$ cat src/hdl/s1s_pkg.sv
`default_nettype none
// ----------------------------------------------------------------------------
// s1s_pkg
// Types, constants and helper functions shared by the seed derivation block.
// ----------------------------------------------------------------------------
package s1s_pkg;

  localparam int unsigned NumRounds  = 80;
  localparam int unsigned CfgIdxW    = 3;
  localparam int unsigned CfgDataW   = 48;
  localparam int unsigned CfgHoldCyc = 4;

  localparam logic [63:0] LcgMul  = 64'h5d588b656c078965;
  localparam logic [63:0] LcgAdd  = 64'h0000000000269ec3;
  localparam logic [31:0] KeyBase = 32'hff2f0000;
  localparam logic [31:0] PadWord = 32'h80000000;
  localparam logic [31:0] LenWord = 32'h000001a0;
  localparam logic [16:0] HalfDay = 17'd43200;

  localparam logic [31:0] IvA = 32'h67452301;
  localparam logic [31:0] IvB = 32'hefcdab89;
  localparam logic [31:0] IvC = 32'h98badcfe;
  localparam logic [31:0] IvD = 32'h10325476;
  localparam logic [31:0] IvE = 32'hc3d2e1f0;

  localparam logic [31:0] K0 = 32'h5a827999;
  localparam logic [31:0] K1 = 32'h6ed9eba1;
  localparam logic [31:0] K2 = 32'h8f1bbcdc;
  localparam logic [31:0] K3 = 32'hca62c1d6;

  typedef enum logic [CfgIdxW-1:0] {
    REG_LANG  = 3'd0,
    REG_VER   = 3'd1,
    REG_CONS  = 3'd2,
    REG_MAC   = 3'd3,
    REG_YEAR  = 3'd4,
    REG_MONTH = 3'd5,
    REG_DAY   = 3'd6,
    REG_KEY   = 3'd7
  } cfg_reg_e;

  typedef struct packed {
    logic [6:0]  v_frame;
    logic [6:0]  gx_status;
    logic [15:0] timer_zero;
    logic [7:0]  vertical_count;
    logic [5:0]  second_of_minute;
    logic [4:0]  hour_of_day;
    logic [5:0]  minute_of_hour;
  } req_t;

  typedef struct packed {
    logic [31:0] seed_low;
    logic [31:0] seed_high;
  } res_t;

  // message words that follow from configuration only
  typedef struct packed {
    logic [31:0] w0;
    logic [31:0] w1;
    logic [31:0] w2;
    logic [31:0] w3;
    logic [31:0] w4;
    logic [31:0] w6;
    logic [31:0] w7;
    logic [31:0] w8;
    logic [31:0] w12;
    logic        pm_clear;
  } static_words_t;

  typedef struct packed {
    logic [31:0] a;
    logic [31:0] b;
    logic [31:0] c;
    logic [31:0] d;
    logic [31:0] e;
  } sha_state_t;

  typedef logic [15:0][31:0] msg_win_t;

  // rows of {base, alternate base, sequel word0, sequel word1}, index {lang, version}
  localparam logic [31:0] RomTab [28][4] = '{
    '{32'h022160b0, 32'h02760190, 32'h0, 32'h0},
    '{32'h022160d0, 32'h027601b0, 32'h0, 32'h0},
    '{32'h02200010, 32'h027a5f70, 32'h0209aee8, 32'h02039de9},
    '{32'h02200050, 32'h027a5e90, 32'h0209af28, 32'h02039e15},
    '{32'h02216070, 32'h027601f0, 32'h0, 32'h0},
    '{32'h02216070, 32'h027601f0, 32'h0, 32'h0},
    '{32'h021fffd0, 32'h027a6070, 32'h0209aea8, 32'h02039db9},
    '{32'h021ffff0, 32'h027a5fb0, 32'h0209aec8, 32'h02039de5},
    '{32'h02216030, 32'h02760230, 32'h0, 32'h0},
    '{32'h02216050, 32'h02760250, 32'h0, 32'h0},
    '{32'h02200030, 32'h027a5f90, 32'h0209af08, 32'h02039df9},
    '{32'h02200050, 32'h027a5ef0, 32'h0209af28, 32'h02039e25},
    '{32'h02215fb0, 32'h027601d0, 32'h0, 32'h0},
    '{32'h02215fd0, 32'h027601d0, 32'h0, 32'h0},
    '{32'h021fff10, 32'h027a5f70, 32'h0209ade8, 32'h02039d69},
    '{32'h021fff50, 32'h027a5ed0, 32'h0209ae28, 32'h02039d95},
    '{32'h02215ff0, 32'h027602f0, 32'h0, 32'h0},
    '{32'h02216010, 32'h027602f0, 32'h0, 32'h0},
    '{32'h021fff50, 32'h027a6110, 32'h0209ae28, 32'h02039d69},
    '{32'h021fff70, 32'h027a6010, 32'h0209ae48, 32'h02039d95},
    '{32'h02215f10, 32'h02761150, 32'h0, 32'h0},
    '{32'h02215f30, 32'h02761150, 32'h0, 32'h0},
    '{32'h021ff9b0, 32'h027aa730, 32'h0209a8dc, 32'h02039ac9},
    '{32'h021ff9d0, 32'h027aa5f0, 32'h0209a8fc, 32'h02039af5},
    '{32'h022167b0, 32'h02761150, 32'h0, 32'h0},
    '{32'h022167b0, 32'h02761150, 32'h0, 32'h0},
    '{32'h02200750, 32'h02200770, 32'h0209b60c, 32'h0203a4d5},
    '{32'h02200770, 32'h027a57b0, 32'h0209b62c, 32'h0203a501}
  };

  function automatic logic [31:0] bswap32(input logic [31:0] x);
    return {x[7:0], x[15:8], x[23:16], x[31:24]};
  endfunction

  // tens in the high nibble, units in the low nibble; v below 128
  function automatic logic [7:0] to_bcd8(input logic [6:0] v);
    logic [17:0] prod;
    logic [3:0]  tens;
    logic [6:0]  units;
    prod  = {11'd0, v} * 18'd205;
    tens  = prod[14:11];
    units = v - 7'(tens) * 7'd10;
    return {tens, units[3:0]};
  endfunction

endpackage
`default_nettype wire

$ cat src/hdl/s1s_lcg.sv
`default_nettype none
// ----------------------------------------------------------------------------
// s1s_lcg
// Digest finish, byte swap and one 64-bit LCG step in three stages.
// ----------------------------------------------------------------------------
module s1s_lcg (
  input  wire logic                clk_i,
  input  wire logic                rst_ni,
  input  wire logic                valid_i,
  input       s1s_pkg::sha_state_t st_i,
  output      logic                valid_o,
  output      s1s_pkg::res_t       res_o
);
  import s1s_pkg::*;

  logic [2:0]  valid_q;
  logic [31:0] xlo_q, xhi_q;
  logic [63:0] p0_q;
  logic [31:0] p1_q, p2_q;
  logic [63:0] p1_full, p2_full, acc_q;

  always_ff @(posedge clk_i or negedge rst_ni) begin
    if (!rst_ni) begin
      valid_q <= '0;
    end else begin
      valid_q <= {valid_q[1:0], valid_i};
    end
  end

  // cross terms only matter in their low halves
  always_comb begin
    p1_full = 64'(xlo_q) * 64'(LcgMul[63:32]);
    p2_full = 64'(xhi_q) * 64'(LcgMul[31:0]);
  end

  always_ff @(posedge clk_i) begin
    xlo_q <= bswap32(st_i.a + IvA);
    xhi_q <= bswap32(st_i.b + IvB);
    p0_q  <= 64'(xlo_q) * 64'(LcgMul[31:0]);
    p1_q  <= p1_full[31:0];
    p2_q  <= p2_full[31:0];
    acc_q <= p0_q + {p1_q + p2_q, 32'd0} + LcgAdd;
  end

  assign valid_o         = valid_q[2];
  assign res_o.seed_low  = acc_q[31:0];
  assign res_o.seed_high = acc_q[63:32];

endmodule
`default_nettype wire

$ cat config.mk
export PLATFORM = sky130hd
export DESIGN_NAME = s1s_lcg
export DESIGN_NICKNAME = d
export VERILOG_FILES = /design/src/hdl/s1s_pkg.sv /design/src/hdl/s1s_lcg.sv
export SDC_FILE = /design/constraint.sdc
export NUM_CORES = 2
export LEC_CHECK = 0
export BUFFER_PORTS_ARGS = -buffer_cell sky130_fd_sc_hd__buf_2
export CORE_ASPECT_RATIO = 0.9
export CORE_MARGIN = 1
export CORE_UTILIZATION = 50
export DETAILED_ROUTE_END_ITERATION = 8
export PLACE_DENSITY = 0.68
export SYNTH_ARGS = -nofsm -noshare
export SYNTH_HDL_FRONTEND = slang
export SYNTH_SLANG_ARGS = --single-unit
$ cat constraint.sdc
create_clock -name clk_i -period 9.4 [get_ports clk_i]
set_clock_uncertainty 0.05 [all_clocks]
set_input_delay 0.94 -clock clk_i [delete_from_list [all_inputs] [get_ports clk_i]]
set_output_delay 0.94 -clock clk_i [all_outputs]
set_load 0.05 [all_outputs]
==> flow_summary.toml <==
[final_layout]
final-instance-count-excl-fill = 5119
final_common_cell = "inv_1"
fin_nets = 5630
syn_to_final_growth_pct = 7.75
antenna_cells = 0
multi_input_area_sq_um = 30500
most-common-layout-cells = "inv_1, ha_1, fa_1"
regArea_sq_um = 5000
drive_above_1_share_pct = 5.79
fillCellCount = 6692

[global_route]
grt_pass1_wl_um = 160000
antenna_found_initial = 0
grt_usage_pct = 26.8
grt_pass1_vias = 28135
grt_max_degree = 17
grt_overflow_total = 0

[synthesis]
synth-compound-area-share_pct = 8.54
synth.distinct_cells = 68
synth_area_sq_um = 39000
synth_edf_count = 0
synthSimpleGateAreaFrac_pct = 5.98
ys_ff_latch = 249
synth.area.mux_share_pct = 0.0289
syn-num-nets = 5455
synth_top_family_by_area = "adder cells"
synthCells = 3895
yosysSeqAreaShare_pct = 12.8
synth_adder_area_share_pct = 56.6
postSynthAreaPerCell_sq_um = 10.0
yosys_warnings = 0
synth_flop_cell = "dfxtp_1"
synthXorXnorAreaFrac_pct = 7.17
async_flop_share_pct = 1.20

[timing]
timing.hold.ws_ns = 0.0613
worst_slack_ns = 0.854
worst_slew_pin_slew_ns = 1.00
period_share_pct = 90.9
finalMaxSlewViolations = 0
slew_headroom_pct = 32.6
tns_ns = 0
finalCriticalPeriod_ns = 8.55
hold_viol_final = 0
finalSetupViolCount = 0
rsz0062_at_grt = "no"
max_freq_mhz = 117

[drt]
wl_per_cell_um = 19.9
route.detailed.drc = 0
wirelength_um = 102000
met2RoutedLength_um = 43800
dr.pass1.iters = 5
drtAntennaViolNets = 0
drt-vias-per-instance = 5.31
wl_met1_um = 47000
vias = 27175
met3_length_um = 7150
highest_layer = "met4"
drtIter0Drc = 1848

[placed_design]
place_congestion = 1.04
io_buffers = 131
dp_cells = 5067
dp_slack_ns = 1.04
hpwl_um = 89300

[clocking]
cts_tree = "yes"
htreeDepth = 1
hold_buffers = 0
cts_root_buffer = "clkbuf_16"
cts_buffers = 30
clk_pin_slew_worst_paths_ns = 0.07
cts.sinks = 249
cts_buffer_depth = 3
postCtsSetupBuffers = 0
cts.repair.resized = 0
insertion_delay_ns = 0.62

[critical_path]
worstSetupPathType = "flip-flop to flip-flop"
end_kind = "flip-flop"
cp_data_required_time_ns = 9.90
worst-path-max-fanout = 11
arrival_ns = 9.05
crit_path_start_kind = "flip-flop"

[die]
die_height_um = 267
ioPinCount = 228
placement_rows = 96
die_area_sq_um = 79100
die_w_um = 296
core_region_area_sq_um = 76800
start_util_pct = 50.8

[hold_path]
hold_class = "input port to async pin"

[flow_run]
maxCapViolCount = 0

[status]
outcome = "complete, no violations"
==> flip-flops by register name, indices dropped and copies added (netlist names) <==
name / flops
acc_q: 64
p0_q: 54
p1_q: 32
p2_q: 32
valid_q: 3
xhi_q: 32
xlo_q: 32
==> cells in the mapped netlist, types with 26 or more instances <==
library cell  count  share of area [%]
a21o_1           63                1.2
a21oi_1         177                2.3
and3_1           28               0.45
dfxtp_1         246                 13
fa_1            611                 31
ha_1            786                 25
inv_1           903                8.7
nand2_1         134                1.3
nand3_1          49               0.63
nor2_1          132                1.3
nor3_1           32               0.41
o21a_1           30               0.58
o21ai_0          95                1.2
o21bai_1         26               0.50
xnor2_1         217                4.9
xor2_1          102                2.3
==> logic make-up (layout without fill, tap and decap cells) <==
| kind of cell | Yosys count | after routing |
|---|---|---|
| buffers and inverters | 920 | 1115 |
| AND/OR/NAND/NOR | 489 | 489 |
| XOR/XNOR | 319 | 319 |
| AO/OA/AOI/OAI | 520 | 520 |
| multiplexers | 1 | 1 |
| adder cells (fa/ha/maj) | 1397 | 1397 |
| flip-flops | 249 | 249 |
==> layout make-up <==
cell class              instances  area share (%)
multi-input cells            2726            72.7
flip-flops and latches        249            11.9
inverters                     903            8.07
well taps                    1029            3.06
repair buffers                160            2.08
clock buffers                  33            1.86
clock inverters                19           0.342
==> per-layer routing <==
metal	up-vias	track usage [%]
li1	12857	-
met1	13408	38.4
met2	766	40.8
met3	144	4.83
met4	0	8.76
met5	-	0
==> final timing paths <==
kind	from	endpoint	slack (ns)	cells after the start
setup / recovery	xlo_q[18]$_DFF_P_	p0_q[58]$_DFF_P_	0.85	22
hold / removal	rst_ni	valid_q[1]$_DFF_PN0_	0.06	1
setup reg to reg	xlo_q[18]$_DFF_P_	p0_q[58]$_DFF_P_	0.85	22
hold reg to reg	valid_q[0]$_DFF_PN0_	valid_q[1]$_DFF_PN0_	0.30	0
max in group asynchronous	rst_ni	valid_q[2]$_DFF_PN0_	9.14	1
min in group clk_i	valid_q[0]$_DFF_PN0_	valid_q[1]$_DFF_PN0_	0.30	0
==> stage by stage <==
stage	util, %	cell area [sq um]
final	54.7	42000
after global routing	54.7	42000
after CTS	54.7	42000
after detailed placement	53.5	41100
after global placement	53.5	41100
after floorplan	-	39000
==> worst max-delay path, cell delays in order (launching register included) <==
cell and delay (ns):
dfxtp_1 0.90, ha_1 0.47, ha_1 0.38, fa_1 0.49
inv_1 0.05, fa_1 0.47, inv_1 0.07, fa_1 0.49
fa_1 0.53, fa_1 0.50, inv_1 0.06, fa_1 0.48
inv_1 0.09, ha_1 0.42, a21oi_1 0.09, o21ai_0 0.53
o21ai_0 0.47, nor4b_1 0.69, o31ai_1 0.19, a21oi_1 0.34
a221oi_1 0.23, o31ai_1 0.31, xor2_1 0.16
Power is not shown: default switching activity piles up to over one toggle a cycle in this logic, so the estimate is an artifact.
