## config.mk

```make
export PLATFORM = sky130hd
export DESIGN_NAME = s1s_msg
export DESIGN_NICKNAME = d
export VERILOG_FILES = /design/src/hdl/s1s_pkg.sv /design/src/hdl/s1s_msg.sv
export SDC_FILE = /design/constraint.sdc
export NUM_CORES = 1
export LEC_CHECK = 0
export ABC_AREA = 1
export ABC_CLOCK_PERIOD_IN_PS = 800
export BUFFER_PORTS_ARGS = -buffer_cell sky130_fd_sc_hd__buf_2
export CORE_AREA = 5 5 331 333
export CTS_CLUSTER_SIZE = 10
export DETAILED_ROUTE_END_ITERATION = 7
export DIE_AREA = 0 0 336 338
export GPL_TIMING_DRIVEN = 0
export MAX_ROUTING_LAYER = met4
export PLACE_DENSITY_LB_ADDON = 0.25
export SLEW_MARGIN = 40
export SYNTH_ARGS = -nofsm -noshare
export SYNTH_HDL_FRONTEND = slang
export SYNTH_SLANG_ARGS = --single-unit
```

## constraint.sdc

```tcl
create_clock -name clk_i -period 0.8 [get_ports clk_i]
set_input_delay 0.24 -clock clk_i [delete_from_list [all_inputs] [get_ports clk_i]]
set_output_delay 0.24 -clock clk_i [all_outputs]
set_load 0.02 [all_outputs]
```

## src/hdl/s1s_pkg.sv

```systemverilog
`default_nettype none
// ----------------------------------------------------------------------------
// s1s_pkg
// Types, constants and helper functions shared by the seed derivation block.
// ----------------------------------------------------------------------------
package s1s_pkg;

  localparam int unsigned NumRounds  = 80;
  localparam int unsigned CfgIdxW    = 3;
  localparam int unsigned CfgDataW   = 48;
  localparam int unsigned CfgHoldCyc = 4;

  localparam logic [63:0] LcgMul  = 64'h5d588b656c078965;
  localparam logic [63:0] LcgAdd  = 64'h0000000000269ec3;
  localparam logic [31:0] KeyBase = 32'hff2f0000;
  localparam logic [31:0] PadWord = 32'h80000000;
  localparam logic [31:0] LenWord = 32'h000001a0;
  localparam logic [16:0] HalfDay = 17'd43200;

  localparam logic [31:0] IvA = 32'h67452301;
  localparam logic [31:0] IvB = 32'hefcdab89;
  localparam logic [31:0] IvC = 32'h98badcfe;
  localparam logic [31:0] IvD = 32'h10325476;
  localparam logic [31:0] IvE = 32'hc3d2e1f0;

  localparam logic [31:0] K0 = 32'h5a827999;
  localparam logic [31:0] K1 = 32'h6ed9eba1;
  localparam logic [31:0] K2 = 32'h8f1bbcdc;
  localparam logic [31:0] K3 = 32'hca62c1d6;

  typedef enum logic [CfgIdxW-1:0] {
    REG_LANG  = 3'd0,
    REG_VER   = 3'd1,
    REG_CONS  = 3'd2,
    REG_MAC   = 3'd3,
    REG_YEAR  = 3'd4,
    REG_MONTH = 3'd5,
    REG_DAY   = 3'd6,
    REG_KEY   = 3'd7
  } cfg_reg_e;

  typedef struct packed {
    logic [6:0]  v_frame;
    logic [6:0]  gx_status;
    logic [15:0] timer_zero;
    logic [7:0]  vertical_count;
    logic [5:0]  second_of_minute;
    logic [4:0]  hour_of_day;
    logic [5:0]  minute_of_hour;
  } req_t;

  typedef struct packed {
    logic [31:0] seed_low;
    logic [31:0] seed_high;
  } res_t;

  // message words that follow from configuration only
  typedef struct packed {
    logic [31:0] w0;
    logic [31:0] w1;
    logic [31:0] w2;
    logic [31:0] w3;
    logic [31:0] w4;
    logic [31:0] w6;
    logic [31:0] w7;
    logic [31:0] w8;
    logic [31:0] w12;
    logic        pm_clear;
  } static_words_t;

  typedef struct packed {
    logic [31:0] a;
    logic [31:0] b;
    logic [31:0] c;
    logic [31:0] d;
    logic [31:0] e;
  } sha_state_t;

  typedef logic [15:0][31:0] msg_win_t;

  // rows of {base, alternate base, sequel word0, sequel word1}, index {lang, version}
  localparam logic [31:0] RomTab [28][4] = '{
    '{32'h022160b0, 32'h02760190, 32'h0, 32'h0},
    '{32'h022160d0, 32'h027601b0, 32'h0, 32'h0},
    '{32'h02200010, 32'h027a5f70, 32'h0209aee8, 32'h02039de9},
    '{32'h02200050, 32'h027a5e90, 32'h0209af28, 32'h02039e15},
    '{32'h02216070, 32'h027601f0, 32'h0, 32'h0},
    '{32'h02216070, 32'h027601f0, 32'h0, 32'h0},
    '{32'h021fffd0, 32'h027a6070, 32'h0209aea8, 32'h02039db9},
    '{32'h021ffff0, 32'h027a5fb0, 32'h0209aec8, 32'h02039de5},
    '{32'h02216030, 32'h02760230, 32'h0, 32'h0},
    '{32'h02216050, 32'h02760250, 32'h0, 32'h0},
    '{32'h02200030, 32'h027a5f90, 32'h0209af08, 32'h02039df9},
    '{32'h02200050, 32'h027a5ef0, 32'h0209af28, 32'h02039e25},
    '{32'h02215fb0, 32'h027601d0, 32'h0, 32'h0},
    '{32'h02215fd0, 32'h027601d0, 32'h0, 32'h0},
    '{32'h021fff10, 32'h027a5f70, 32'h0209ade8, 32'h02039d69},
    '{32'h021fff50, 32'h027a5ed0, 32'h0209ae28, 32'h02039d95},
    '{32'h02215ff0, 32'h027602f0, 32'h0, 32'h0},
    '{32'h02216010, 32'h027602f0, 32'h0, 32'h0},
    '{32'h021fff50, 32'h027a6110, 32'h0209ae28, 32'h02039d69},
    '{32'h021fff70, 32'h027a6010, 32'h0209ae48, 32'h02039d95},
    '{32'h02215f10, 32'h02761150, 32'h0, 32'h0},
    '{32'h02215f30, 32'h02761150, 32'h0, 32'h0},
    '{32'h021ff9b0, 32'h027aa730, 32'h0209a8dc, 32'h02039ac9},
    '{32'h021ff9d0, 32'h027aa5f0, 32'h0209a8fc, 32'h02039af5},
    '{32'h022167b0, 32'h02761150, 32'h0, 32'h0},
    '{32'h022167b0, 32'h02761150, 32'h0, 32'h0},
    '{32'h02200750, 32'h02200770, 32'h0209b60c, 32'h0203a4d5},
    '{32'h02200770, 32'h027a57b0, 32'h0209b62c, 32'h0203a501}
  };

  function automatic logic [31:0] bswap32(input logic [31:0] x);
    return {x[7:0], x[15:8], x[23:16], x[31:24]};
  endfunction

  // tens in the high nibble, units in the low nibble; v below 128
  function automatic logic [7:0] to_bcd8(input logic [6:0] v);
    logic [17:0] prod;
    logic [3:0]  tens;
    logic [6:0]  units;
    prod  = {11'd0, v} * 18'd205;
    tens  = prod[14:11];
    units = v - 7'(tens) * 7'd10;
    return {tens, units[3:0]};
  endfunction

endpackage
`default_nettype wire

```

## src/hdl/s1s_msg.sv

```systemverilog
`default_nettype none
// ----------------------------------------------------------------------------
// s1s_msg
// Builds the registered 16-word message block for one request.
// ----------------------------------------------------------------------------
module s1s_msg (
  input  wire logic                   clk_i,
  input  wire logic                   rst_ni,
  input  wire logic                   valid_i,
  input       s1s_pkg::req_t          req_i,
  input       s1s_pkg::static_words_t words_i,
  output      logic                   valid_o,
  output      s1s_pkg::msg_win_t      win_o
);
  import s1s_pkg::*;

  logic [16:0] secs;
  logic        pm;
  msg_win_t    win_d, win_q;
  logic        valid_q;

  always_comb begin
    secs = 17'(req_i.hour_of_day) * 17'd3600 + 17'(req_i.minute_of_hour) * 17'd60
         + 17'(req_i.second_of_minute);
    pm   = (req_i.hour_of_day >= 5'd12) ^ ((secs >= HalfDay) && words_i.pm_clear);
    win_d     = '0;
    win_d[0]  = words_i.w0;
    win_d[1]  = words_i.w1;
    win_d[2]  = words_i.w2;
    win_d[3]  = words_i.w3;
    win_d[4]  = words_i.w4;
    win_d[5]  = bswap32({8'd0, req_i.vertical_count, req_i.timer_zero});
    win_d[6]  = words_i.w6;
    win_d[7]  = words_i.w7 ^ {1'b0, req_i.v_frame, 24'd0} ^ {25'd0, req_i.gx_status};
    win_d[8]  = words_i.w8;
    win_d[9]  = {to_bcd8(7'(req_i.hour_of_day)), to_bcd8(7'(req_i.minute_of_hour)),
                 to_bcd8(7'(req_i.second_of_minute)), 8'd0} | {1'b0, pm, 30'd0};
    win_d[12] = words_i.w12;
    win_d[13] = PadWord;
    win_d[15] = LenWord;
  end

  always_ff @(posedge clk_i or negedge rst_ni) begin
    if (!rst_ni) begin
      valid_q <= 1'b0;
    end else begin
      valid_q <= valid_i;
    end
  end

  always_ff @(posedge clk_i) begin
    win_q <= win_d;
  end

  assign valid_o = valid_q;
  assign win_o   = win_q;

endmodule
`default_nettype wire

```

==> results_dict.tcl <==
set metrics [dict create \
    synthCells 1045 \
    cts_inserted_buffers 44 \
    avgSynthCellArea_sq_um 11.4 \
    max_freq_mhz 269 \
    synthFlopType "dfxtp_1" \
    clock_path_buffers 3 \
    synth_seq_cells 334 \
    hold_buffers 332 \
    grt_pass1_vias 11900 \
    drtPass1Iterations 4 \
    place_ws_ps -4030 \
    rows 120 \
    die_h_microns 338 \
    yosysUniqueCellTypes 28 \
    min_path_type "in -> reg" \
    place_area_sq_um 18000 \
    cts_tree "yes" \
    crit_slowest_cell "fa_1" \
    grt_pass1_wl_mm 82.6 \
    start_util_pct 11.2 \
    finalNetCount 2807 \
    postRouteAntennaNets 0 \
    drt-initial-drc-count 251 \
    crit_path_frequent_cell "nand2_1" \
    cts.clk_slew.worst_paths_ps 50 \
    place.gp.congestion 0.732 \
    ys_seq_area_share_pct 56.0 \
    final_cell_mix "dlygate4sd3_1 (332), buf_6 (332), buf_2 (332)" \
    clock_sinks 334 \
    cts-htree-levels 2 \
    drv_slew 0 \
    fin_crit_sh_pct 464 \
    dp_cells 3305 \
    worst_slack_ps -2920 \
    cp.required_ps 1280 \
    design.core.area_sq_um 106000 \
    chipWidth_microns 336 \
    grt_overflow_total 0 \
    status "complete, but fails checks" \
    cp-start-kind "primary input" \
    worst_setup_path_end_kind "register" \
    synth.cell_area_sq_um 11900 \
    stdcell_area_sq_um 26100 \
    yosys_warnings 0 \
    stdcell_count 3761 \
    final_util_pct 24.5 \
    grt_use_total_pct 10.6 \
    setup_viol 352 \
    powerDensity_nw_per_um2 2090 \
    syn_to_final_growth_pct 118 \
    synth_edf_count 0 \
    cellLeakagePower_nw 12.5 \
    root_buffer "clkbuf_16" \
    antenna_found_initial 50 \
    cpPeakStageDelay_ps 500 \
    rsz0062_at_grt "yes" \
    dp_hpwl_mm 53.0 \
    routedWlPerCell_microns 16.8 \
    final.min_clock_period_ps 3720 \
    synthArstFlopShare_pct 0.299 \
    finalHoldViolations 1 \
    violations "negative hold slack, negative setup slack" \
    num_vias 11100 \
    arrival_ps 4200 \
    grt_max_degree 14 \
    hold_ws_ps -16.9 \
    drc 0 \
    ios 860 \
    max_cap_violations 0 \
    avgViaCountPerCell 2.94 \
    die-area_sq_um 114000 \
    max-vdd-ir-drop_mv 1.50 \
    drive_gt1_share_pct 60.4 \
    crit_fanout 5 \
    crit_type "in -> reg" \
    routed_wl_mm 63.0 \
    port_buffers 680 \
]
[registers in the layout, summed over array words and instances (netlist names)]
register,flops
win_o,333
valid_o,1
[metrics by stage]
stage                     power, mW  hold slack (ps)  TNS, ps
after detailed placement       31.5             16.5   -44910
after global routing           58.1            -66.3  -209420
after CTS                      55.3             -103  -210700
final                          54.5            -16.9  -185410
after floorplan                27.3            -55.6   -34570
after global placement         31.5             14.7   -45090
[layout make-up]
type / instances / area [sq um]
Fill cell: 11200 / 80200
Timing Repair Buffer: 1042 / 9230
Clock buffer: 57 / 1190
Sequential cell: 334 / 7120
Buffer: 179 / 1340
Multi-Input combinational cell: 573 / 4690
Inverter: 136 / 542
Clock inverter: 12 / 151
Tap cell: 1403 / 1760
Antenna cell: 25 / 62.6
[worst max-delay path, delay by kind of cell]
family	cells	cell delay [ps]
fa+ha+maj	5	1770
simple gates	12	860
compound gates	6	840
buf+inv	3	240
xor+xnor	1	210
[timing repair]
action | in CTS | in global routing
endpoints found under the hold margin | 320 | 3
setup buffers | 26 | 6
resized for setup | 1107 | 37
pin swaps | 48 | 40
setup endpoints to repair | 352 | 352
[final timing paths]
check | end | slack [ps] | start | depth (start not counted)
min in group asynchronous | valid_o | 500 | rst_ni | 3
hold / removal | win_o[306] | -20 | req_i[2] | 2
max in group asynchronous | valid_o | 200 | rst_ni | 3
setup / recovery | win_o[318] | -2920 | req_i[3] | 27
[logic make-up (layout without fill, tap and decap cells)]
family                   Yosys count  in the layout  synth area share (%)
AO/OA/AOI/OAI                     37             37                  1.81
flip-flops                       334            334                  56.0
buffers and inverters            315           1426                  15.5
adder cells (fa/ha/maj)          150            150                  17.7
other                              2            204                0.0629
AND/OR/NAND/NOR                  171            171                  6.17
XOR/XNOR                          36             36                  2.70
[cell usage after synthesis, types with 3 or more instances]
| cell | n | area, sq um |
|---|---|---|
| a21oi_2 | 4 | 35.0 |
| a21oi_1 | 20 | 100 |
| buf_4 | 179 | 1340 |
| nand3_1 | 24 | 120 |
| dfxtp_1 | 333 | 6670 |
| fa_1 | 31 | 621 |
| nand4_1 | 8 | 50.1 |
| nand2_1 | 101 | 379 |
| nor2_2 | 3 | 18.8 |
| xnor2_1 | 10 | 87.6 |
| inv_1 | 136 | 510 |
| nor2_1 | 25 | 93.8 |
| o21ai_0 | 5 | 25.0 |
| or2_2 | 4 | 25.0 |
| ha_1 | 119 | 1490 |
| xor2_1 | 25 | 219 |
[power breakdown]
| part | leakage (nW) | switching, mW | internal (mW) | total [mW] |
|---|---|---|---|---|
| sequential | 2.83 | 0.638 | 18.1 | 18.8 |
| clock | 0.656 | 7.78 | 10.8 | 18.6 |
| combinational | 9.04 | 8.80 | 8.34 | 17.1 |
| total | 12.5 | 17.2 | 37.3 | 54.5 |
[per-layer routing]
| layer | share of wire, % | vias up | GRT usage (%) | wire [microns] |
|---|---|---|---|---|
| li1 | - | 5444 | - | - |
| met1 | 35 | 4899 | 10.4 | 22300 |
| met2 | 52 | 579 | 19.1 | 33000 |
| met3 | 7.7 | 128 | 3.45 | 4870 |
| met4 | 4.5 | 0 | 5.05 | 2810 |
| met5 | 0 | - | - | 0 |
No activity file was read; power rests on OpenSTA's default activity.
