[src/hdl/s1s_pkg.sv]
`default_nettype none
// ----------------------------------------------------------------------------
// s1s_pkg
// Types, constants and helper functions shared by the seed derivation block.
// ----------------------------------------------------------------------------
package s1s_pkg;

  localparam int unsigned NumRounds  = 80;
  localparam int unsigned CfgIdxW    = 3;
  localparam int unsigned CfgDataW   = 48;
  localparam int unsigned CfgHoldCyc = 4;

  localparam logic [63:0] LcgMul  = 64'h5d588b656c078965;
  localparam logic [63:0] LcgAdd  = 64'h0000000000269ec3;
  localparam logic [31:0] KeyBase = 32'hff2f0000;
  localparam logic [31:0] PadWord = 32'h80000000;
  localparam logic [31:0] LenWord = 32'h000001a0;
  localparam logic [16:0] HalfDay = 17'd43200;

  localparam logic [31:0] IvA = 32'h67452301;
  localparam logic [31:0] IvB = 32'hefcdab89;
  localparam logic [31:0] IvC = 32'h98badcfe;
  localparam logic [31:0] IvD = 32'h10325476;
  localparam logic [31:0] IvE = 32'hc3d2e1f0;

  localparam logic [31:0] K0 = 32'h5a827999;
  localparam logic [31:0] K1 = 32'h6ed9eba1;
  localparam logic [31:0] K2 = 32'h8f1bbcdc;
  localparam logic [31:0] K3 = 32'hca62c1d6;

  typedef enum logic [CfgIdxW-1:0] {
    REG_LANG  = 3'd0,
    REG_VER   = 3'd1,
    REG_CONS  = 3'd2,
    REG_MAC   = 3'd3,
    REG_YEAR  = 3'd4,
    REG_MONTH = 3'd5,
    REG_DAY   = 3'd6,
    REG_KEY   = 3'd7
  } cfg_reg_e;

  typedef struct packed {
    logic [6:0]  v_frame;
    logic [6:0]  gx_status;
    logic [15:0] timer_zero;
    logic [7:0]  vertical_count;
    logic [5:0]  second_of_minute;
    logic [4:0]  hour_of_day;
    logic [5:0]  minute_of_hour;
  } req_t;

  typedef struct packed {
    logic [31:0] seed_low;
    logic [31:0] seed_high;
  } res_t;

  // message words that follow from configuration only
  typedef struct packed {
    logic [31:0] w0;
    logic [31:0] w1;
    logic [31:0] w2;
    logic [31:0] w3;
    logic [31:0] w4;
    logic [31:0] w6;
    logic [31:0] w7;
    logic [31:0] w8;
    logic [31:0] w12;
    logic        pm_clear;
  } static_words_t;

  typedef struct packed {
    logic [31:0] a;
    logic [31:0] b;
    logic [31:0] c;
    logic [31:0] d;
    logic [31:0] e;
  } sha_state_t;

  typedef logic [15:0][31:0] msg_win_t;

  // rows of {base, alternate base, sequel word0, sequel word1}, index {lang, version}
  localparam logic [31:0] RomTab [28][4] = '{
    '{32'h022160b0, 32'h02760190, 32'h0, 32'h0},
    '{32'h022160d0, 32'h027601b0, 32'h0, 32'h0},
    '{32'h02200010, 32'h027a5f70, 32'h0209aee8, 32'h02039de9},
    '{32'h02200050, 32'h027a5e90, 32'h0209af28, 32'h02039e15},
    '{32'h02216070, 32'h027601f0, 32'h0, 32'h0},
    '{32'h02216070, 32'h027601f0, 32'h0, 32'h0},
    '{32'h021fffd0, 32'h027a6070, 32'h0209aea8, 32'h02039db9},
    '{32'h021ffff0, 32'h027a5fb0, 32'h0209aec8, 32'h02039de5},
    '{32'h02216030, 32'h02760230, 32'h0, 32'h0},
    '{32'h02216050, 32'h02760250, 32'h0, 32'h0},
    '{32'h02200030, 32'h027a5f90, 32'h0209af08, 32'h02039df9},
    '{32'h02200050, 32'h027a5ef0, 32'h0209af28, 32'h02039e25},
    '{32'h02215fb0, 32'h027601d0, 32'h0, 32'h0},
    '{32'h02215fd0, 32'h027601d0, 32'h0, 32'h0},
    '{32'h021fff10, 32'h027a5f70, 32'h0209ade8, 32'h02039d69},
    '{32'h021fff50, 32'h027a5ed0, 32'h0209ae28, 32'h02039d95},
    '{32'h02215ff0, 32'h027602f0, 32'h0, 32'h0},
    '{32'h02216010, 32'h027602f0, 32'h0, 32'h0},
    '{32'h021fff50, 32'h027a6110, 32'h0209ae28, 32'h02039d69},
    '{32'h021fff70, 32'h027a6010, 32'h0209ae48, 32'h02039d95},
    '{32'h02215f10, 32'h02761150, 32'h0, 32'h0},
    '{32'h02215f30, 32'h02761150, 32'h0, 32'h0},
    '{32'h021ff9b0, 32'h027aa730, 32'h0209a8dc, 32'h02039ac9},
    '{32'h021ff9d0, 32'h027aa5f0, 32'h0209a8fc, 32'h02039af5},
    '{32'h022167b0, 32'h02761150, 32'h0, 32'h0},
    '{32'h022167b0, 32'h02761150, 32'h0, 32'h0},
    '{32'h02200750, 32'h02200770, 32'h0209b60c, 32'h0203a4d5},
    '{32'h02200770, 32'h027a57b0, 32'h0209b62c, 32'h0203a501}
  };

  function automatic logic [31:0] bswap32(input logic [31:0] x);
    return {x[7:0], x[15:8], x[23:16], x[31:24]};
  endfunction

  // tens in the high nibble, units in the low nibble; v below 128
  function automatic logic [7:0] to_bcd8(input logic [6:0] v);
    logic [17:0] prod;
    logic [3:0]  tens;
    logic [6:0]  units;
    prod  = {11'd0, v} * 18'd205;
    tens  = prod[14:11];
    units = v - 7'(tens) * 7'd10;
    return {tens, units[3:0]};
  endfunction

endpackage
`default_nettype wire

[src/hdl/s1s_cfg.sv]
`default_nettype none
// ----------------------------------------------------------------------------
// s1s_cfg
// Configuration registers and the message words derived from them.
// ----------------------------------------------------------------------------
module s1s_cfg (
  input  wire logic                          clk_i,
  input  wire logic                          rst_ni,
  input  wire logic                          cfg_valid_i,
  input  wire logic [s1s_pkg::CfgIdxW-1:0]   cfg_idx_i,
  input  wire logic [s1s_pkg::CfgDataW-1:0]  cfg_data_i,
  output      s1s_pkg::static_words_t        words_o,
  output      logic                          hold_o
);
  import s1s_pkg::*;

  logic [2:0]  lang_q;
  logic [1:0]  ver_q, cons_q;
  logic [47:0] mac_q;
  logic [11:0] year_q, key_q;
  logic [3:0]  month_q;
  logic [4:0]  day_q;
  logic [2:0]  hold_q, hold_d;

  always_ff @(posedge clk_i or negedge rst_ni) begin
    if (!rst_ni) begin
      lang_q  <= '0;
      ver_q   <= '0;
      cons_q  <= '0;
      mac_q   <= '0;
      year_q  <= 12'd2000;
      month_q <= 4'd1;
      day_q   <= 5'd1;
      key_q   <= '0;
    end else if (cfg_valid_i) begin
      unique case (cfg_reg_e'(cfg_idx_i))
        REG_LANG:  lang_q  <= cfg_data_i[2:0];
        REG_VER:   ver_q   <= cfg_data_i[1:0];
        REG_CONS:  cons_q  <= cfg_data_i[1:0];
        REG_MAC:   mac_q   <= cfg_data_i[47:0];
        REG_YEAR:  year_q  <= cfg_data_i[11:0];
        REG_MONTH: month_q <= cfg_data_i[3:0];
        REG_DAY:   day_q   <= cfg_data_i[4:0];
        REG_KEY:   key_q   <= cfg_data_i[11:0];
        default: ;
      endcase
    end
  end

  // derived words settle after a write, while hold_o is high
  always_comb begin
    hold_d = hold_q;
    if (cfg_valid_i) begin
      hold_d = 3'(CfgHoldCyc);
    end else if (hold_q != '0) begin
      hold_d = hold_q - 3'd1;
    end
  end

  always_ff @(posedge clk_i or negedge rst_ni) begin
    if (!rst_ni) begin
      hold_q <= '0;
    end else begin
      hold_q <= hold_d;
    end
  end

  assign hold_o = hold_q != '0;

  // rom words
  logic [2:0]  lang_c;
  logic [4:0]  rom_idx;
  logic [31:0] base, w0_d, w1_d, w2_d, w3_d;
  logic [31:0] w0_q, w1_q, w2_q, w3_q, w12_q;

  always_comb begin
    lang_c  = (lang_q > 3'd6) ? 3'd6 : lang_q;
    rom_idx = {lang_c, ver_q};
    base    = (cons_q != 2'd0) ? RomTab[rom_idx][1] : RomTab[rom_idx][0];
    if (ver_q[1]) begin
      w0_d = bswap32(RomTab[rom_idx][2]);
      w1_d = bswap32(RomTab[rom_idx][3]);
      w2_d = bswap32(base);
      w3_d = bswap32(base + 32'h54);
    end else begin
      w0_d = bswap32(base);
      w1_d = bswap32(base + 32'hfc);
      w2_d = w1_d;
      w3_d = bswap32(base + 32'h148);
    end
  end

  // date stage a
  logic        early;
  logic [13:0] yy_d, yy_q;
  logic [3:0]  mm_d;
  logic [24:0] d5_prod;
  logic [26:0] q100_prod;
  logic [8:0]  d5_q;
  logic [6:0]  q100_q;
  logic [21:0] y365_q;

  always_comb begin
    early     = month_q < 4'd3;
    yy_d      = 14'(year_q) + 14'd4800 - 14'(early);
    mm_d      = month_q + (early ? 4'd12 : 4'd0) - 4'd3;
    d5_prod   = 25'(11'(mm_d) * 11'd153 + 11'd2) * 25'd13108;
    q100_prod = 27'(yy_d) * 27'd5243;
  end

  always_ff @(posedge clk_i) begin
    w0_q   <= w0_d;
    w1_q   <= w1_d;
    w2_q   <= w2_d;
    w3_q   <= w3_d;
    w12_q  <= KeyBase - {key_q[11:4], 4'd0, key_q[3:0], 16'd0};
    yy_q   <= yy_d;
    d5_q   <= d5_prod[24:16];
    q100_q <= q100_prod[25:19];
    y365_q <= 22'(yy_q) * 22'd365;
  end

  // date stage b: julian day plus one
  logic [23:0] jd_q;

  always_ff @(posedge clk_i) begin
    jd_q <= 24'(day_q) + 24'(d5_q) + 24'(y365_q) + 24'(yy_q[13:2]) - 24'(q100_q)
          + 24'(q100_q[6:2]) - 24'd32044;
  end

  // date stage c: weekday by octal digit sum, plus bcd fields
  logic [5:0]  s1;
  logic [3:0]  s2, s3;
  logic [2:0]  wday;
  logic [24:0] yq_prod;
  logic [6:0]  yr_mod;
  logic [31:0] w8_q;

  always_comb begin
    s1 = '0;
    for (int i = 0; i < 8; i++) begin
      s1 = s1 + 6'(jd_q[3*i +: 3]);
    end
    s2      = 4'(s1[5:3]) + 4'(s1[2:0]);
    s3      = 4'(s2[3]) + 4'(s2[2:0]);
    wday    = (s3 >= 4'd7) ? 3'(s3 - 4'd7) : s3[2:0];
    yq_prod = 25'(year_q) * 25'd5243;
    yr_mod  = 7'(year_q - 12'(yq_prod[24:19]) * 12'd100);
  end

  always_ff @(posedge clk_i) begin
    w8_q <= {to_bcd8(yr_mod), to_bcd8(7'(month_q)), to_bcd8(7'(day_q)), 5'd0, wday};
  end

  always_comb begin
    words_o.w0       = w0_q;
    words_o.w1       = w1_q;
    words_o.w2       = w1_q;
    words_o.w3       = w2_q;
    words_o.w4       = w3_q;
    if (!ver_q[1]) begin
      words_o.w2 = w1_q;
      words_o.w3 = w3_q;
    end else begin
      words_o.w2 = w2_q;
      words_o.w3 = w3_q;
    end
    words_o.w4       = w3_q;
    words_o.w6       = {16'd0, mac_q[15:0]};
    words_o.w7       = mac_q[47:16];
    words_o.w8       = w8_q;
    words_o.w12      = w12_q;
    words_o.pm_clear = cons_q == 2'd2;
  end

endmodule
`default_nettype wire

[config.mk]
export PLATFORM = sky130hd
export DESIGN_NAME = s1s_cfg
export DESIGN_NICKNAME = d
export VERILOG_FILES = /design/src/hdl/s1s_pkg.sv /design/src/hdl/s1s_cfg.sv
export SDC_FILE = /design/constraint.sdc
export NUM_CORES = 1
export LEC_CHECK = 0
export BUFFER_PORTS_ARGS = -buffer_cell sky130_fd_sc_hd__buf_4
export CORE_MARGIN = 5
export CORE_UTILIZATION = 45
export CTS_CLUSTER_SIZE = 12
export DETAILED_ROUTE_END_ITERATION = 8
export GPL_TIMING_DRIVEN = 0
export PLACE_DENSITY = 0.76
export SLEW_MARGIN = 20
export SYNTH_ARGS = -nofsm -noshare
export SYNTH_HDL_FRONTEND = slang
export SYNTH_SLANG_ARGS = --single-unit
[constraint.sdc]
create_clock -name clk_i -period 17.55 [get_ports clk_i]
set_clock_uncertainty 0.15 [all_clocks]
set_input_delay 1.755 -clock clk_i [delete_from_list [all_inputs] [get_ports clk_i]]
set_output_delay 1.755 -clock clk_i [all_outputs]
set_load 0.02 [all_outputs]
==> metrics.md <==
| Metric | Value |
|---|---|
| Setup tns final | 0 ns |
| Largest family of logic cells by synthesized area | adder cells |
| Crit Path Class | flip-flop to flip-flop |
| Nets@finish | roughly 3.8k |
| Clock sinks | around 290 |
| Synth Cell Area | between 20000 and 30000 um2 |
| CP endpoint kind | flip-flop |
| Port Buf Inserts | 250 |
| DP Wirelength | about 50 mm |
| Die width | between 200 and 300 um |
| Max-slew violation count | 0 |
| Met2 GRT Util | 32.0% |
| R2r endpoint | w8_q[27]$_DFF_P_ |
| TritonCTS clock tree | built |
| Yosys warning count | 0 |
| Worst Path Arrival | between 10 and 15 ns |
| Final RePlAce weighted congestion | 0.913 |
| Number of synthesized flops with an enable pin | 0 |
| Layout overhead on the synthesized area | 16.1% |
| Distinct cells, synth | 90 |
| Final setup violation count | 0 |
| DIE AREA | between 60000 and 70000 um2 |
| Endpoint, Worst Hold | w12_q[29]$_DFF_P_ |
| GR Overflow Total | 0 |
| Reg clk slew, reported paths | approximately 0.060 ns |
| Maxcap violations | 0 |
| DR iter-0 viols | approximately 920 |
| RSZ-0062 raised after global routing | no |
| Transition time of the tightest slew-check pin | between 1 and 1.5 ns |
| GRT Max-Usage Layer | met2 |
| Slowest CP cell | dfstp_2 |
| Clk root buf | clkbuf_16 |
| Complex-gate fraction of the synthesized area | around 8.3% |
| Row cnt | 89 |
| CP top delay family | adder cells |
| Fin crit period | ~12 ns |
| GRT Total Usage | 18.4% |
| Drt total wl | 59.5 mm |
| Cell mode on critical path | fa_1 |
| Synthesized instance count | approximately 2.6k |
| Register bit count reported by yosys | roughly 290 |
| Post-CTS Setup Bufs | 0 |
| Layout cells sized above 1 | 18.9% |
| Fin. Hold Viols | 0 |
| ANT nets after route | 0 |
| Post_cts resized | 0 |
| WL/cell | ~16 um |
| Skew-Pair Late Insertion Delay | 0.54 ns |
| Vias in the first global route | between 15k and 20k |
| CTS H-tree depth | 2 |
| CTS Hold Bufs | 0 |
| Synth Area in XOR/XNOR | 4.31% |
| Worst-path fanout max | 7 |
| Global-route wire length before repair | between 90 and 100 mm |
| CTS Buffer Depth | 3 |
| Core Util, Final | a little over half |
| Initial core utilization | between 40% and 50% |
| Synth Flop Type | dfxtp_1 |
| Post-synthesis sequential area ratio | approximately 23% |
| Residual DRC | 0 |
| WP data required | about 18 ns |
| Largest net degree at the start of global routing | 92 |
| Async set or reset register ratio after synthesis | around a third |
| CP peak stage delay | roughly 0.67 ns |
| Hold Path Origin | key_q[9]$_DFFE_PN0P_ |
| Max Clock Freq | about 84 MHz |
| Final worst-path cycle share | 67.5% |
| Core Area | 58900 um2 |
| Post-synthesis mux area share | 4.30% |
| Detailed-router iteration count before antenna repair | 5 |
| Io pins | about 340 |
| Via density | slightly below 5 |
| M3 GR Usage | slightly below 3% |
| Vias | approximately 19k |
| CTS Buf Count | 35 |
| Initial antenna violation count | 0 |
| Met1 GRT Util | between 20% and 30% |
| Hold Path Depth | 1 |
| # diodes | 0 |
| Die height | 254 um |
| Worst reg2reg path depth | 44 |
| Most common cell after layout, fill and taps aside | inv_1 |
| Adder-Cell Fraction of Synth Area | 42.0% |
| Most frequent cells in the layout | 518 x inv_1, 510 x ha_1, 371 x buf_4 |
| Crit start category | flip-flop |
| HP Class | flip-flop to flip-flop |
| Syn Area/Cell | between 10 and 15 um2 |
| Worst Path Buf+Inv | 6 |
| Status | finished, final reports clean |
| FF-to-FF Start | year_q[6]$_DFFE_PN1P_ |
| Reg2Reg Setup Slack | between 5 and 6 ns |
| Simple-gate portion of the synthesized area | ~6.6% |
| Slew margin rel. | just over 30% |
## metrics by stage
step	std cells	instance area (um2)	setup WS, ns	hold WS, ns
after floorplan	2736	27100	6.96	0.226
after global placement	3759	29900	5.97	0.251
after detailed placement	3759	30000	5.80	0.257
after CTS	3820	31100	5.74	0.265
after global routing	3820	31100	5.03	0.279
final	3820	31100	5.70	0.261
## kinds of logic after synthesis
kind of cell	after synthesis
adder cells (fa/ha/maj)	753
buffers and inverters	684
AND/OR/NAND/NOR	354
AO/OA/AOI/OAI	333
flip-flops	285
XOR/XNOR	130
multiplexers	102
other	2
## cell type report
class                           instances  area [um2]
Clock buffer                           44         930
Fill cell                            5158       27800
Sequential cell                       285        6170
Inverter                              520        1950
Clock inverter                         17         166
Buffer                                164        1100
Timing Repair Buffer                  250        1880
Multi-Input combinational cell       1767       17900
Tap cell                              773         967
## state kept, by name, indices dropped and copies added (netlist names), 19 cells and up
| register | flops |
|---|---|
| jd_q | 24 |
| mac_q | 48 |
| w0_q | 19 |
| w1_q | 23 |
| w2_q | 21 |
| w3_q | 21 |
| w8_q | 22 |
| y365_q | 22 |
## synthesized netlist by cell type (all sizes together), types with 4 or more instances
master | count | area, um2
inv | 520 | 1950
ha | 510 | 6380
fa | 243 | 4860
dfxtp | 194 | 3880
buf | 145 | 1030
xnor2 | 99 | 867
nor2 | 95 | 359
mux2 | 93 | 1050
nand2 | 89 | 337
a21oi | 83 | 427
dfrtp | 83 | 2080
o21ai | 79 | 399
a21o | 37 | 279
nor3 | 30 | 166
xor2 | 30 | 263
nand3 | 23 | 115
nor2b | 21 | 131
clkbuf | 19 | 71.3
o21a | 19 | 143
nand2b | 18 | 113
a211oi | 14 | 105
a31oi | 13 | 100
and3 | 13 | 81.3
or2 | 13 | 83.8
nand4 | 12 | 75.1
o21bai | 11 | 82.6
and2 | 9 | 56.3
dfstp | 8 | 210
mux2i | 8 | 80.1
o31ai | 8 | 60.1
or3 | 8 | 50.1
nor3b | 7 | 52.6
o211ai | 7 | 52.6
o311ai | 6 | 52.6
a2111oi | 4 | 41.3
nand4b | 4 | 35.0
o221ai | 4 | 35.0
o22ai | 4 | 25.0
## how the worst max path moves through the flow
stage	from	endpoint	slack (ns)	cells past startpoint
detailed placement	year_q[6]$_DFFE_PN1P_	w8_q[27]$_DFF_P_	5.80	44
CTS	year_q[6]$_DFFE_PN1P_	w8_q[27]$_DFF_P_	5.74	44
floorplan	year_q[6]$_DFFE_PN1P_	w8_q[27]$_DFF_P_	6.96	44
finish	year_q[6]$_DFFE_PN1P_	w8_q[27]$_DFF_P_	5.70	44
global route	year_q[6]$_DFFE_PN1P_	w8_q[27]$_DFF_P_	5.03	44
global placement	year_q[6]$_DFFE_PN1P_	w8_q[27]$_DFF_P_	5.97	44
## routing by layer
| layer | vias to the layer above | wire length (um) |
|---|---|---|
| met2 | 417 | 29800 |
| met1 | 9029 | 25100 |
| met4 | 0 | 1800 |
| met5 | - | 0 |
| li1 | 9205 | - |
| met3 | 106 | 2780 |
## worst register-to-register path, delay by kind of cell, from the launching register on
family          cells  cell delay (ns)
fa+ha+maj          14             5.61
simple gates        3             0.41
compound gates     11             2.59
xor+xnor           10             1.97
flops               1             0.67
buf+inv             6             0.38
Power is not shown: default switching activity piles up to over one toggle a cycle in this logic, so the estimate is an artifact.
